<file path="src/hw/rtl/mctb_pkg.sv">
// ----------------------------------------------------------------------------
// mctb_pkg
// Shared types and constants of the millisecond timer bank: command and
// result codes, field widths, controller states and default sizes.
// ----------------------------------------------------------------------------
package mctb_pkg;

	localparam int unsigned NUM_TIMERS_DEF = 16;
	localparam int unsigned TIME_WIDTH_DEF = 32;
	localparam int unsigned MAX_RESULTS    = 16;

	localparam int unsigned FUNC_W = 3;
	localparam int unsigned ID_W   = 4;
	localparam int unsigned DUR_W  = 32;
	localparam int unsigned KIND_W = 2;
	localparam int unsigned REM_W  = 32;

	typedef enum logic [FUNC_W-1:0] {
		FUNC_TICK   = 3'd0,
		FUNC_START  = 3'd1,
		FUNC_CANCEL = 3'd2,
		FUNC_PAUSE  = 3'd3,
		FUNC_RESUME = 3'd4,
		FUNC_QUERY  = 3'd5
	} func_t;

	typedef enum logic [KIND_W-1:0] {
		KIND_EXPIRED = 2'd0,
		KIND_QUERY   = 2'd1,
		KIND_ACK     = 2'd2
	} kind_t;

	typedef enum logic [1:0] {
		ST_IDLE = 2'd0,
		ST_SCAN = 2'd1,
		ST_CMD  = 2'd2
	} state_t;

endpackage

</file>
<file path="src/hw/rtl/mctb_if.sv">
// ----------------------------------------------------------------------------
// mctb_if
// Valid/ready channels of the timer bank: command items in, result items out.
// ----------------------------------------------------------------------------
interface mctb_in_if;
	logic                          valid;
	logic                          ready;
	logic [mctb_pkg::FUNC_W-1:0]   func;
	logic [mctb_pkg::ID_W-1:0]     timer_id;
	logic [mctb_pkg::DUR_W-1:0]    duration_ms;
	logic                          repeat_mode;

	modport source (output valid, output func, output timer_id, output duration_ms,
		output repeat_mode, input ready);
	modport sink (input valid, input func, input timer_id, input duration_ms,
		input repeat_mode, output ready);
endinterface

interface mctb_out_if;
	logic                               valid;
	logic                               ready;
	logic [mctb_pkg::KIND_W-1:0]        kind;
	logic [mctb_pkg::ID_W-1:0]          which_timer;
	logic signed [mctb_pkg::REM_W-1:0]  remaining_ms;
	logic                               is_running;
	logic                               is_paused;
	logic                               last;

	modport source (output valid, output kind, output which_timer, output remaining_ms,
		output is_running, output is_paused, output last, input ready);
	modport sink (input valid, input kind, input which_timer, input remaining_ms,
		input is_running, input is_paused, input last, output ready);
endinterface

</file>
<file path="src/hw/rtl/multi_channel_ms_timer_bank_top.sv">
// ----------------------------------------------------------------------------
// multi_channel_ms_timer_bank_top
// Bank of millisecond timers sharing one counter, with start, cancel, pause,
// resume and query commands and a tick command that scans all timers.
// ----------------------------------------------------------------------------
// Usage:
//   cmd carries command items (valid/ready), rsp carries result items.
//   Deadline and period of every timer live in one memory with a registered
//   read port; active, paused and repeat flags are flip-flops.
//   Start, cancel, pause, resume and query: one result item; the entry is read,
//   then modified and written back, and cmd is ready again once rsp is free.
//   Tick: bumps the counter and streams the timers through a read pipeline,
//   one entry a cycle while rsp takes the expiries; cmd is ready again once
//   the scan has ended and the final expiry has gone to the result register.
//   Expired results pass through a one-entry holding register so that the
//   final one can carry last; a tick with nothing due gives no item.
//   A tick gives at most MAX_RESULTS expired items; later due timers fire on
//   a following tick. Unknown commands are taken and give no item.
//   A stalled rsp stops the scan in place; the result register holds until
//   taken and cmd is still accepted meanwhile when the bank is idle.
//   Reset clears the counter and all flags; the memory needs no clearing,
//   since an inactive timer never reads its entry.
// ----------------------------------------------------------------------------
module multi_channel_ms_timer_bank_top #(
	parameter int unsigned NUM_TIMERS = mctb_pkg::NUM_TIMERS_DEF,
	parameter int unsigned TIME_WIDTH = mctb_pkg::TIME_WIDTH_DEF
) (
	input  logic        clk,
	input  logic        arst_n,
	mctb_in_if.sink     cmd,
	mctb_out_if.source  rsp
);
	import mctb_pkg::*;

	localparam int unsigned IDX_W = (NUM_TIMERS > 1) ? $clog2(NUM_TIMERS) : 1;
	localparam int unsigned ISS_W = $clog2(NUM_TIMERS + 1);
	localparam int unsigned CNT_W = $clog2(MAX_RESULTS + 1);
	localparam int unsigned EXT_W = IDX_W + ID_W;
	localparam int unsigned TW    = TIME_WIDTH;

	typedef logic [TW-1:0] tval_t;

	// state and flags
	state_t                  state_q, state_d;
	tval_t                   now_q;
	logic [NUM_TIMERS-1:0]   act_q, pau_q, rep_q;

	// memory
	logic [2*TW-1:0]         mem [NUM_TIMERS];
	logic [2*TW-1:0]         mem_rd_q;
	logic                    rd_en, wr_en;
	logic [IDX_W-1:0]        rd_addr, wr_addr;
	logic [2*TW-1:0]         wr_data;
	tval_t                   dl_rd, per_rd;

	// scan
	logic [ISS_W-1:0]        iss_q;
	logic                    v_s1;
	logic [IDX_W-1:0]        idx_s1;
	logic [CNT_W-1:0]        cnt_q;
	logic                    pend_v_q, pend_run_q;
	logic [IDX_W-1:0]        pend_idx_q;
	logic [EXT_W-1:0]        pend_ext;
	tval_t                   due_diff, scan_sum;
	logic                    iss_done, fire, stall, adv, scan_end, finish, drain;

	// command
	func_t                   cf_q;
	logic [ID_W-1:0]         cid_q;
	tval_t                   cdur_q;
	logic                    crep_q, cok_q;
	logic [EXT_W-1:0]        cid_ext;
	logic [IDX_W-1:0]        cidx;
	logic                    act_o, pau_o, act_n, pau_n, rep_n, c_wen, cmd_done;
	tval_t                   diff_c, add_c, w_dl, w_per, rem_src;
	logic [REM_W-1:0]        rem_cl;

	// input decode
	func_t                   in_func;
	logic [EXT_W-1:0]        in_ext;
	logic [IDX_W-1:0]        in_idx;
	logic                    in_ok, cmd_acc;

	// output register
	logic                    out_v_q, out_free, out_load;
	kind_t                   out_kind_q;
	logic [ID_W-1:0]         out_id_q;
	logic [REM_W-1:0]        out_rem_q;
	logic                    out_run_q, out_pau_q, out_last_q;

	assign in_func  = func_t'(cmd.func);
	assign in_ext   = EXT_W'(cmd.timer_id);
	assign in_idx   = in_ext[IDX_W-1:0];
	assign in_ok    = (32'(cmd.timer_id) < NUM_TIMERS);
	assign cmd_acc  = cmd.valid && cmd.ready;
	assign out_free = !out_v_q || rsp.ready;

	assign dl_rd  = mem_rd_q[2*TW-1:TW];
	assign per_rd = mem_rd_q[TW-1:0];

	// scan evaluation
	assign iss_done = (iss_q == ISS_W'(NUM_TIMERS));
	assign due_diff = now_q - dl_rd;
	assign scan_sum = dl_rd + per_rd;
	assign fire     = (state_q == ST_SCAN) && v_s1 && act_q[idx_s1] && !pau_q[idx_s1]
		&& !due_diff[TW-1] && (cnt_q < CNT_W'(MAX_RESULTS));
	assign stall    = fire && pend_v_q && !out_free;
	assign adv      = !stall;
	assign scan_end = (state_q == ST_SCAN) && iss_done && !v_s1;
	assign finish   = scan_end && (!pend_v_q || out_free);
	assign drain    = scan_end && pend_v_q && out_free;
	assign pend_ext = EXT_W'(pend_idx_q);

	// command evaluation
	assign cid_ext  = EXT_W'(cid_q);
	assign cidx     = cid_ext[IDX_W-1:0];
	assign act_o    = act_q[cidx];
	assign pau_o    = pau_q[cidx];
	assign diff_c   = dl_rd - now_q;
	assign add_c    = now_q + ((cf_q == FUNC_START) ? cdur_q : dl_rd);
	assign cmd_done = (state_q == ST_CMD) && out_free;

	always_comb begin
		act_n   = act_o;
		pau_n   = pau_o;
		rep_n   = rep_q[cidx];
		w_dl    = dl_rd;
		w_per   = per_rd;
		c_wen   = 1'b0;
		rem_src = pau_o ? dl_rd : diff_c;
		unique case (cf_q)
			FUNC_START: begin
				act_n   = 1'b1;
				pau_n   = 1'b0;
				rep_n   = crep_q;
				w_dl    = add_c;
				w_per   = cdur_q;
				c_wen   = 1'b1;
				rem_src = cdur_q;
			end
			FUNC_CANCEL: begin
				act_n = 1'b0;
				pau_n = 1'b0;
				rep_n = 1'b0;
				w_dl  = '0;
				w_per = '0;
				c_wen = 1'b1;
			end
			FUNC_PAUSE: begin
				if (act_o && !pau_o) begin
					w_dl  = diff_c;
					pau_n = 1'b1;
					c_wen = 1'b1;
				end
			end
			FUNC_RESUME: begin
				if (act_o && pau_o) begin
					w_dl  = add_c;
					pau_n = 1'b0;
					c_wen = 1'b1;
				end
			end
			default: begin
			end
		endcase
	end

	// saturation of the time difference to the result width
	generate
		if (TW > REM_W) begin : g_wide
			always_comb begin
				if ($signed(rem_src) > $signed({{(TW-REM_W){1'b0}}, 32'h7FFF_FFFF})) begin
					rem_cl = 32'h7FFF_FFFF;
				end else if ($signed(rem_src) < $signed({{(TW-REM_W){1'b1}}, 32'h8000_0000})) begin
					rem_cl = 32'h8000_0000;
				end else begin
					rem_cl = rem_src[REM_W-1:0];
				end
			end
		end else begin : g_narrow
			assign rem_cl = REM_W'($signed(rem_src));
		end
	endgenerate

	// next state
	always_comb begin
		state_d = state_q;
		unique case (state_q)
			ST_IDLE: begin
				if (cmd_acc) begin
					unique case (in_func)
						FUNC_TICK:   state_d = ST_SCAN;
						FUNC_START,
						FUNC_CANCEL,
						FUNC_PAUSE,
						FUNC_RESUME,
						FUNC_QUERY:  state_d = ST_CMD;
						default:     state_d = ST_IDLE;
					endcase
				end
			end
			ST_SCAN: begin
				if (finish) state_d = ST_IDLE;
			end
			ST_CMD: begin
				if (out_free) state_d = ST_IDLE;
			end
			default: state_d = ST_IDLE;
		endcase
	end

	// fsm outputs
	always_comb begin
		cmd.ready = 1'b0;
		rd_en     = 1'b0;
		rd_addr   = in_idx;
		wr_en     = 1'b0;
		wr_addr   = idx_s1;
		wr_data   = {scan_sum, per_rd};
		unique case (state_q)
			ST_IDLE: begin
				cmd.ready = 1'b1;
				rd_en     = cmd_acc;
			end
			ST_SCAN: begin
				rd_en   = adv && !iss_done;
				rd_addr = iss_q[IDX_W-1:0];
				wr_en   = fire && adv && rep_q[idx_s1];
			end
			ST_CMD: begin
				wr_en   = cmd_done && cok_q && c_wen;
				wr_addr = cidx;
				wr_data = {w_dl, w_per};
			end
			default: begin
			end
		endcase
	end

	// timer memory
	always_ff @(posedge clk) begin
		if (wr_en) mem[wr_addr] <= wr_data;
		if (rd_en) mem_rd_q <= mem[rd_addr];
	end

	assign out_load = (fire && adv && pend_v_q) || drain || cmd_done;

	// control state
	always_ff @(posedge clk or negedge arst_n) begin
		if (!arst_n) begin
			state_q  <= ST_IDLE;
			now_q    <= '0;
			act_q    <= '0;
			pau_q    <= '0;
			rep_q    <= '0;
			iss_q    <= '0;
			v_s1     <= 1'b0;
			cnt_q    <= '0;
			pend_v_q <= 1'b0;
			out_v_q  <= 1'b0;
		end else begin
			state_q <= state_d;
			if (cmd_acc && in_func == FUNC_TICK) begin
				now_q <= now_q + 1'b1;
				iss_q <= '0;
				v_s1  <= 1'b0;
				cnt_q <= '0;
			end
			if (state_q == ST_SCAN && adv) begin
				v_s1 <= !iss_done;
				if (!iss_done) iss_q <= iss_q + 1'b1;
			end
			if (fire && adv) begin
				cnt_q    <= cnt_q + 1'b1;
				pend_v_q <= 1'b1;
				if (!rep_q[idx_s1]) act_q[idx_s1] <= 1'b0;
			end else if (drain) begin
				pend_v_q <= 1'b0;
			end
			if (cmd_done && cok_q) begin
				act_q[cidx] <= act_n;
				pau_q[cidx] <= pau_n;
				rep_q[cidx] <= rep_n;
			end
			if (out_load) begin
				out_v_q <= 1'b1;
			end else if (rsp.ready) begin
				out_v_q <= 1'b0;
			end
		end
	end

	// payload registers
	always_ff @(posedge clk) begin
		if (state_q == ST_SCAN && adv) idx_s1 <= iss_q[IDX_W-1:0];
		if (fire && adv) begin
			pend_idx_q <= idx_s1;
			pend_run_q <= rep_q[idx_s1];
		end
		if (cmd_acc) begin
			cf_q   <= in_func;
			cid_q  <= cmd.timer_id;
			cdur_q <= TW'(cmd.duration_ms);
			crep_q <= cmd.repeat_mode;
			cok_q  <= in_ok;
		end
		if (cmd_done) begin
			out_kind_q <= (cf_q == FUNC_QUERY) ? KIND_QUERY : KIND_ACK;
			out_id_q   <= cid_q;
			out_rem_q  <= (cok_q && act_n) ? rem_cl : '0;
			out_run_q  <= cok_q && act_n;
			out_pau_q  <= cok_q && act_n && pau_n;
			out_last_q <= 1'b1;
		end else if ((fire && adv && pend_v_q) || drain) begin
			out_kind_q <= KIND_EXPIRED;
			out_id_q   <= pend_ext[ID_W-1:0];
			out_rem_q  <= '0;
			out_run_q  <= pend_run_q;
			out_pau_q  <= 1'b0;
			out_last_q <= drain;
		end
	end

	assign rsp.valid        = out_v_q;
	assign rsp.kind         = out_kind_q;
	assign rsp.which_timer  = out_id_q;
	assign rsp.remaining_ms = out_rem_q;
	assign rsp.is_running   = out_run_q;
	assign rsp.is_paused    = out_pau_q;
	assign rsp.last         = out_last_q;

	a_pause_needs_active: assert property (@(posedge clk) disable iff (!arst_n)
		(pau_q & ~act_q) == '0)
		else $error("paused flag set on an inactive timer");

	a_expiry_bound: assert property (@(posedge clk) disable iff (!arst_n)
		cnt_q <= CNT_W'(MAX_RESULTS))
		else $error("expiry count above limit");

	a_pend_in_scan: assert property (@(posedge clk) disable iff (!arst_n)
		pend_v_q |-> state_q == ST_SCAN)
		else $error("held expiry outside a scan");

	a_tick_starts_scan: assert property (@(posedge clk) disable iff (!arst_n)
		cmd_acc && in_func == FUNC_TICK |=> state_q == ST_SCAN && iss_q == '0 && !v_s1)
		else $error("tick did not start a fresh scan");

endmodule

</file>
<file path="src/flat_wrapper.sv">
// flat-port wrapper written by rule: the top's interface ports become plain ports
module multi_channel_ms_timer_bank_top_flat import mctb_pkg::*;
#(
	parameter int unsigned NUM_TIMERS = mctb_pkg::NUM_TIMERS_DEF,
	parameter int unsigned TIME_WIDTH = mctb_pkg::TIME_WIDTH_DEF
)
  (clk, arst_n, cmd_valid, cmd_func, cmd_timer_id, cmd_duration_ms, cmd_repeat_mode, cmd_ready, rsp_valid, rsp_kind, rsp_which_timer, rsp_remaining_ms, rsp_is_running, rsp_is_paused, rsp_last, rsp_ready);
  mctb_in_if cmd_i ();
  mctb_out_if rsp_i ();
  input  logic clk;
  input  logic arst_n;
  input wire logic [$bits(cmd_i.valid)-1:0] cmd_valid;
  input wire logic [$bits(cmd_i.func)-1:0] cmd_func;
  input wire logic [$bits(cmd_i.timer_id)-1:0] cmd_timer_id;
  input wire logic [$bits(cmd_i.duration_ms)-1:0] cmd_duration_ms;
  input wire logic [$bits(cmd_i.repeat_mode)-1:0] cmd_repeat_mode;
  output wire logic [$bits(cmd_i.ready)-1:0] cmd_ready;
  output wire logic [$bits(rsp_i.valid)-1:0] rsp_valid;
  output wire logic [$bits(rsp_i.kind)-1:0] rsp_kind;
  output wire logic [$bits(rsp_i.which_timer)-1:0] rsp_which_timer;
  output wire logic [$bits(rsp_i.remaining_ms)-1:0] rsp_remaining_ms;
  output wire logic [$bits(rsp_i.is_running)-1:0] rsp_is_running;
  output wire logic [$bits(rsp_i.is_paused)-1:0] rsp_is_paused;
  output wire logic [$bits(rsp_i.last)-1:0] rsp_last;
  input wire logic [$bits(rsp_i.ready)-1:0] rsp_ready;
  assign cmd_i.valid = cmd_valid;
  assign cmd_i.func = cmd_func;
  assign cmd_i.timer_id = cmd_timer_id;
  assign cmd_i.duration_ms = cmd_duration_ms;
  assign cmd_i.repeat_mode = cmd_repeat_mode;
  assign cmd_ready = cmd_i.ready;
  assign rsp_valid = rsp_i.valid;
  assign rsp_kind = rsp_i.kind;
  assign rsp_which_timer = rsp_i.which_timer;
  assign rsp_remaining_ms = rsp_i.remaining_ms;
  assign rsp_is_running = rsp_i.is_running;
  assign rsp_is_paused = rsp_i.is_paused;
  assign rsp_last = rsp_i.last;
  assign rsp_i.ready = rsp_ready;
  multi_channel_ms_timer_bank_top #(.NUM_TIMERS(NUM_TIMERS), .TIME_WIDTH(TIME_WIDTH)) u_core (.clk(clk), .arst_n(arst_n), .cmd(cmd_i), .rsp(rsp_i));
endmodule
</file>
<file path="config.mk">
export PLATFORM = sky130hd
export DESIGN_NAME = multi_channel_ms_timer_bank_top_flat
export DESIGN_NICKNAME = d
export VERILOG_FILES = /design/src/hw/rtl/mctb_pkg.sv /design/src/hw/rtl/mctb_if.sv /design/src/hw/rtl/multi_channel_ms_timer_bank_top.sv /design/src/flat_wrapper.sv
export SDC_FILE = /design/constraint.sdc
export NUM_CORES = 2
export LEC_CHECK = 0
export BUFFER_PORTS_ARGS = -buffer_cell sky130_fd_sc_hd__buf_2
export CAP_MARGIN = 20
export CORE_ASPECT_RATIO = 1.25
export CORE_MARGIN = 8
export CORE_UTILIZATION = 60
export DETAILED_ROUTE_END_ITERATION = 8
export PLACE_DENSITY = 0.76
export SYNTH_ARGS = -nofsm -noshare
export SYNTH_HDL_FRONTEND = slang
export SYNTH_SLANG_ARGS = --single-unit
</file>
<file path="constraint.sdc">
create_clock -name clk -period 11.45 [get_ports clk]
set_input_delay 0.5725 -clock clk [delete_from_list [all_inputs] [get_ports clk]]
set_output_delay 0.5725 -clock clk [all_outputs]
set_load 0.02 [all_outputs]
</file>
Word level (Yosys, flattened, before mapping)
Memories as Yosys holds them, arrays and structs flattened. A register that Yosys moved wholly into a read port is not among the register bits.
Cells that the tools add are included.

cells by class
  add/subtract/negate cells = 7
  $lt $le $gt $ge = 5
  equal/unequal tests = 16
  mux-type cells = 73
  bitwise gates (word level) = 2
  reduce and logical (&&, ||, !) cells = 49

operators by type and width
  cell                     number
  $mux W32                 8
  $pmux W32 S4             1
  $add A32 B32 Y32         2
  $mux W64                 1
  $pmux W32 S2             1
  $sub A32 B32 Y32         2
  $bwmux W16               3
  $mux W16                 3
  $add A32 B1 Y32 const B  1
  $logic_and A1 B1 Y1      26
  $mux W1                  25
  $mux W5                  5
  $bmux W1 S4              6
  $and A16 B16 Y16         1
  $mux W4                  4
  $not A16 Y16             1
  $eq A3 B2 Y1 const B     4
  $eq A3 B3 Y1 const B     4
  $mux W2                  6
  $add A5 B1 Y5 const B    2
  $lt A4 B5 Y1 const B     2
  $reduce_bool A2 Y1       5
  $logic_not A1 Y1         9
  $demux W1 S4             2
  17 further kinds         28

storage, ports and cells
  register bits = 185
  RAM bits = 1,024
  logic and storage cells = 176
  memories kept = 1

memories
  memory      depth  bits a word  rd ports  clocked after Yosys merged registers in  write ports  line                                   RTL
  u_core.mem  16     64           1         1                                        1            multi_channel_ms_timer_bank_top.sv:49  logic [2*TW-1:0] mem [NUM_TIMERS];

Longest topological paths before layout
  depth in word-level cells = 14
  depth in mapped cells = 19

Least setup slack after synthesis
No wires, ideal clock.

  kind = register to register
  start point = register u_core.mem_rd_q[33] (read register of u_core.mem)
  end point = memory u_core.mem[12][0] (netlist name) (enable)
  library setup time = 0.646 ns
  arrival = 8.561 ns
  required time = 10.804 ns
  slack = 2.244 ns
  stages on the path, launching flop included = 13
  period minus slack after synthesis = 9.206 ns
  path through = edfxtp_1 > inv_1 > ha_1 > nor2b_1 > o21a_1 > o21a_1 > o21ai_1 > a21oi_1 > o311ai_0 > nand3_1 > a21oi_2 > a31oi_4 > nor4bb_1

between the ends
  longest elaborated chain between the ends = 12

RTL lines
  what                                 line                                    RTL
  from (decl)                          multi_channel_ms_timer_bank_top.sv:50   logic [2*TW-1:0] mem_rd_q;
  $sub A32 B32 Y32 *                   multi_channel_ms_timer_bank_top.sv:103  assign due_diff = now_q - dl_rd;
  $logic_not A1 Y1 *                   multi_channel_ms_timer_bank_top.sv:106  && !due_diff[TW-1] && (cnt_q < CNT_W'(MAX_RESULTS));
  $logic_and A1 B1 Y1 * (2 in series)  multi_channel_ms_timer_bank_top.sv:106
  $logic_and A1 B1 Y1 (2 in series)    multi_channel_ms_timer_bank_top.sv:107  assign stall = fire && pend_v_q && !out_free;
  $logic_not A1 Y1                     multi_channel_ms_timer_bank_top.sv:108  assign adv = !stall;
  $logic_and A1 B1 Y1 * (2 in series)  multi_channel_ms_timer_bank_top.sv:228  wr_en = fire && adv && rep_q[idx_s1];
  $pmux W1 S2 *                        multi_channel_ms_timer_bank_top.sv:220  unique case (state_q)
  $mux W1 *                            multi_channel_ms_timer_bank_top.sv:242  if (wr_en) mem[wr_addr] <= wr_data;
  $mux W1 (not written as such) *      multi_channel_ms_timer_bank_top.sv:242
  to (decl)                            multi_channel_ms_timer_bank_top.sv:49

Mark *: on every way between the ends. The rest lies on a longest branch, timed or not.

Worst setup path in the final report
  start point = register u_core.cf_q[2]
  end point = memory u_core.mem[7][62] (netlist name) (data pin)

between the ends
  longest elaborated chain between the ends = 6
  elaborated cells on any way between the ends = 9
  those cells by class = add/sub: 1; eq/ne: 4; mux: 4

RTL lines
  what                          line                                                                            RTL
  from (decl)                   multi_channel_ms_timer_bank_top.sv:68                                           func_t cf_q;
  from (signal assigned)        multi_channel_ms_timer_bank_top.sv:301                                          cf_q <= in_func;
  $eq A3 B1 Y1                  multi_channel_ms_timer_bank_top.sv:120, multi_channel_ms_timer_bank_top.sv:131
  $mux W32                      multi_channel_ms_timer_bank_top.sv:120                                          assign add_c = now_q + ((cf_q == FUNC_START) ? cdur_q : dl_rd);
  $add A32 B32 Y32              multi_channel_ms_timer_bank_top.sv:120
  $mux W32                      multi_channel_ms_timer_bank_top.sv:157                                          if (act_o && pau_o) begin
  $pmux W32 S4 *                multi_channel_ms_timer_bank_top.sv:131                                          unique case (cf_q)
  $mux W64 *                    multi_channel_ms_timer_bank_top.sv:220
  named net u_core.wr_data[62]  multi_channel_ms_timer_bank_top.sv:53                                           logic [2*TW-1:0] wr_data;

The timed path passes the listed nets; every way through them passes the cells marked *.

==> reports/metrics.yaml <==
final-setup-viol-count: 0
power_frac_seq_pct: 45.0
postSynthCellCount: 3579
cts.htree.levels: 3
place_congestion: 0.9844
p_sw_share_pct: 33.09
die-width_um: 291.4
grt_max_degree: 129
power.internal_uw: 9723
cts_max_path_buffers: 3
track_usage_pct: 28.22
crit_type: "register to register"
grt_overflow_total: 0
drive_gt1_share_pct: 19.03
hold_violations: 0
slew_headroom_pct: 18.46
drc_errors: 0
holdWs_ns: 0.04249
fillers: 6287
synthTopCellsByArea: "edfxtp_1, mux4_2, dfrtp_1"
path_buf_inv: 2
rows: 126
status: "finished clean"
cts.clk_slew.worst_paths_ns: 0.07
critPathMaxStageDelay_ns: 0.95
place_hpwl_um: 89030
cp_max_fo: 63
totalPowerFinal_uw: 14530
power.share.combinational_pct: 29.2
syn_area_per_cell_um2: 15.89
yosys_warnings: 0
path_delay_family: "compound AO/OA/AOI/OAI gates"
synth_top_area_share_pct: 62.13
clkSinkCount: 1273
vias_per_cell: 6.767
clkPwrFrac_pct: 25.8
synth_ff_type: "edfxtp_1"
synth_top_area_cell: "edfxtp_1"
seqCellArea_um2: 37740
ir_worst_vdd_uv: 163.4
met3_usage_pct: 4.908
ctsRootBufferMaster: "clkbuf_16"
cp_slowest_cell: "a21oi_1"
firstDrtPassIters: 8
end_kind: "register"
ctsResizeCount: 0
arrival_ns: 6.58
floorplan.core_area_um2: 94280
io_buffers: 86
fmax_mhz: 159.8
multiInputGateArea_um2: 18170
grt_pass1_vias: 33740
drtIter0Drc: 4606
p_sw_uw: 4808
synth-seq-cells: 1273
fin_crit_ns: 6.258
area_delta_synth_final_pct: 10.20
cap_violations: 0
insertion_delay_ns: 0.71
path_cells: "inv_1 > nand2_1 > nor2_4 > buf_4 > nand2_1 > o21ai_0 > ha_1 > fa_1 > a21o_1 > a31oi_1 > or3_1 > a31o_2 > o41ai_2 > a31oi_1 > a211o_1 > xnor2_1 > a221oi_1 > a21oi_1"
io_pins: 87
synthesis.area_um2: 56890
nNetsFinal: 3854
grtUsageMet1_pct: 38.69
start_util_pct: 60.34
cts_tree: "yes"
synth_edf_count: 1177
dieArea_um2: 105000
rsz0062_at_grt: "false"
met2_usage_pct: 45.63
fin_crit_sh_pct: 54.66
async_flop_share_pct: 7.463
cts_setup_buffers: 0
worstSetupStartpointType: "register"
busiest_layer: "met2"
power_density_nw_per_um2: 231.8
cts_hold_buf: 1
hold_path.class: "input pin to register"
antenna_found_initial: 7
die_y_um: 360.3
finalWirelength_um: 149900
tns_ns: 0
tightest_slew_ns: 1.223
synth_cell_type_count: 94
cts-buffers-inserted: 114
wire_per_inst_um: 30.05
drtAntennaViolNets: 0
fin_skew_ns: 0.03625
vias: 33760
ys_seq_area_share_pct: 66.34
grt_pass1_wl_um: 221800
syn_nets: 3758
p_leak_uw: 0.02133
drv_slew: 0
required_ns: 11.77
[power by group through the flow]
stage | logic, µW | clock network [µW] | registers, µW
after global placement | 3960 | 0 | 6620
final | 4250 | 3750 | 6530
after CTS | 4100 | 3790 | 6530
after detailed placement | 4070 | 0 | 6620
after global routing | 4530 | 3950 | 6550
after floorplan | 2630 | 0 | 6530
[Yosys cell counts, types with 15 or more instances]
cell         n
xnor2_1     90
nor2_1     130
edfxtp_1  1177
nor3b_1     18
inv_1      103
nand3_1     61
clkbuf_1   124
a31oi_1     83
a21o_1      52
dfrtp_1     95
nor3_1      31
xor2_1      27
a211oi_1    90
nand4_1     22
a21oi_1    132
buf_2       41
nor2b_1     19
ha_1       132
mux2i_1     37
mux2_2      38
a222oi_1    15
and2_1      73
o21ai_0    127
a22o_1      35
mux4_2     279
nand2_1    300
[cells by family (layout without fill, tap and decap cells)]
family / after synthesis / count (layout) / share of synthesized area [%]
AO/OA/AOI/OAI: 676 / 676 / 8.072
flip-flops: 1273 / 1273 / 66.34
adder cells (fa/ha/maj): 135 / 135 / 3.009
multiplexers: 355 / 355 / 12.49
other: 0 / 1 / 0
XOR/XNOR: 118 / 118 / 1.830
buffers and inverters: 292 / 485 / 2.142
AND/OR/NAND/NOR: 730 / 730 / 6.115
[per-stage QoR]
step / util (%) / cell area, µm² / worst slack [ns] / instances
floorplan: - / 56890 / 2.244 / 3579
CTS: 66.32 / 62520 / 5.327 / 4974
global route: 66.49 / 62690 / 5.007 / 4988
detailed placement: 62.42 / 58850 / 5.436 / 4760
global placement: 62.35 / 58780 / 5.574 / 4755
finish: 66.50 / 62690 / 5.192 / 4989
[placed cells by master (no fill, tap or decap), drive strengths merged, types with 92 or more instances in the layout]
master / instances
a211oi: 92
a21oi: 136
buf: 164
clkbuf: 145
dfrtp: 95
edfxtp: 1177
ha: 132
inv: 105
mux4: 279
nand2: 301
nor2: 130
o21ai: 136
[final timing paths]
| check | from | slack (ns) | endpoint | cells after the start |
|---|---|---|---|---|
| setup / recovery | u_core.cf_q[2] | 5.19 | u_core.mem[7][62] | 18 |
| hold / removal | cmd_duration_ms[10] | 0.04 | u_core.cdur_q[10] | 1 |
| setup reg to reg | u_core.cf_q[2] | 5.19 | u_core.mem[7][62] | 18 |
| hold reg to reg | u_core.rsp.last | 0.52 | u_core.rsp.last | 2 |
| max in group asynchronous | arst_n | 9.72 | u_core.now_q[19] | 3 |
| min in group asynchronous | arst_n | 0.39 | u_core.act_q[3] | 2 |
[routing by layer]
layer / share of wire, % / wire [µm]
met1: 38 / 57580
met2: 48 / 71780
met3: 10 / 14980
met4: 3.7 / 5556
met5: 0.0073 / 11
[cell type report]
cell class | instances | share of cell area, %
timing repair buffer | 168 | 1.920
inverter | 104 | 0.6227
tap | 1216 | 2.427
antenna | 1 | 0.003992
clock buffer | 142 | 4.952
sequential | 1273 | 60.20
clock inverter | 71 | 0.8941
multi-input combinational | 2014 | 28.98
[state kept, by name (all words and copies together) (netlist names), 5 cells and up]
register                 count
u_core.rsp.remaining_ms     32
u_core.mem                1024
u_core.rep_q                16
u_core.mem_rd_q             64
u_core.pau_q                16
u_core.now_q                32
u_core.cdur_q               32
u_core.cnt_q                 5
u_core.act_q                16
u_core.iss_q                 5
Power figures use the tool's default switching activity.
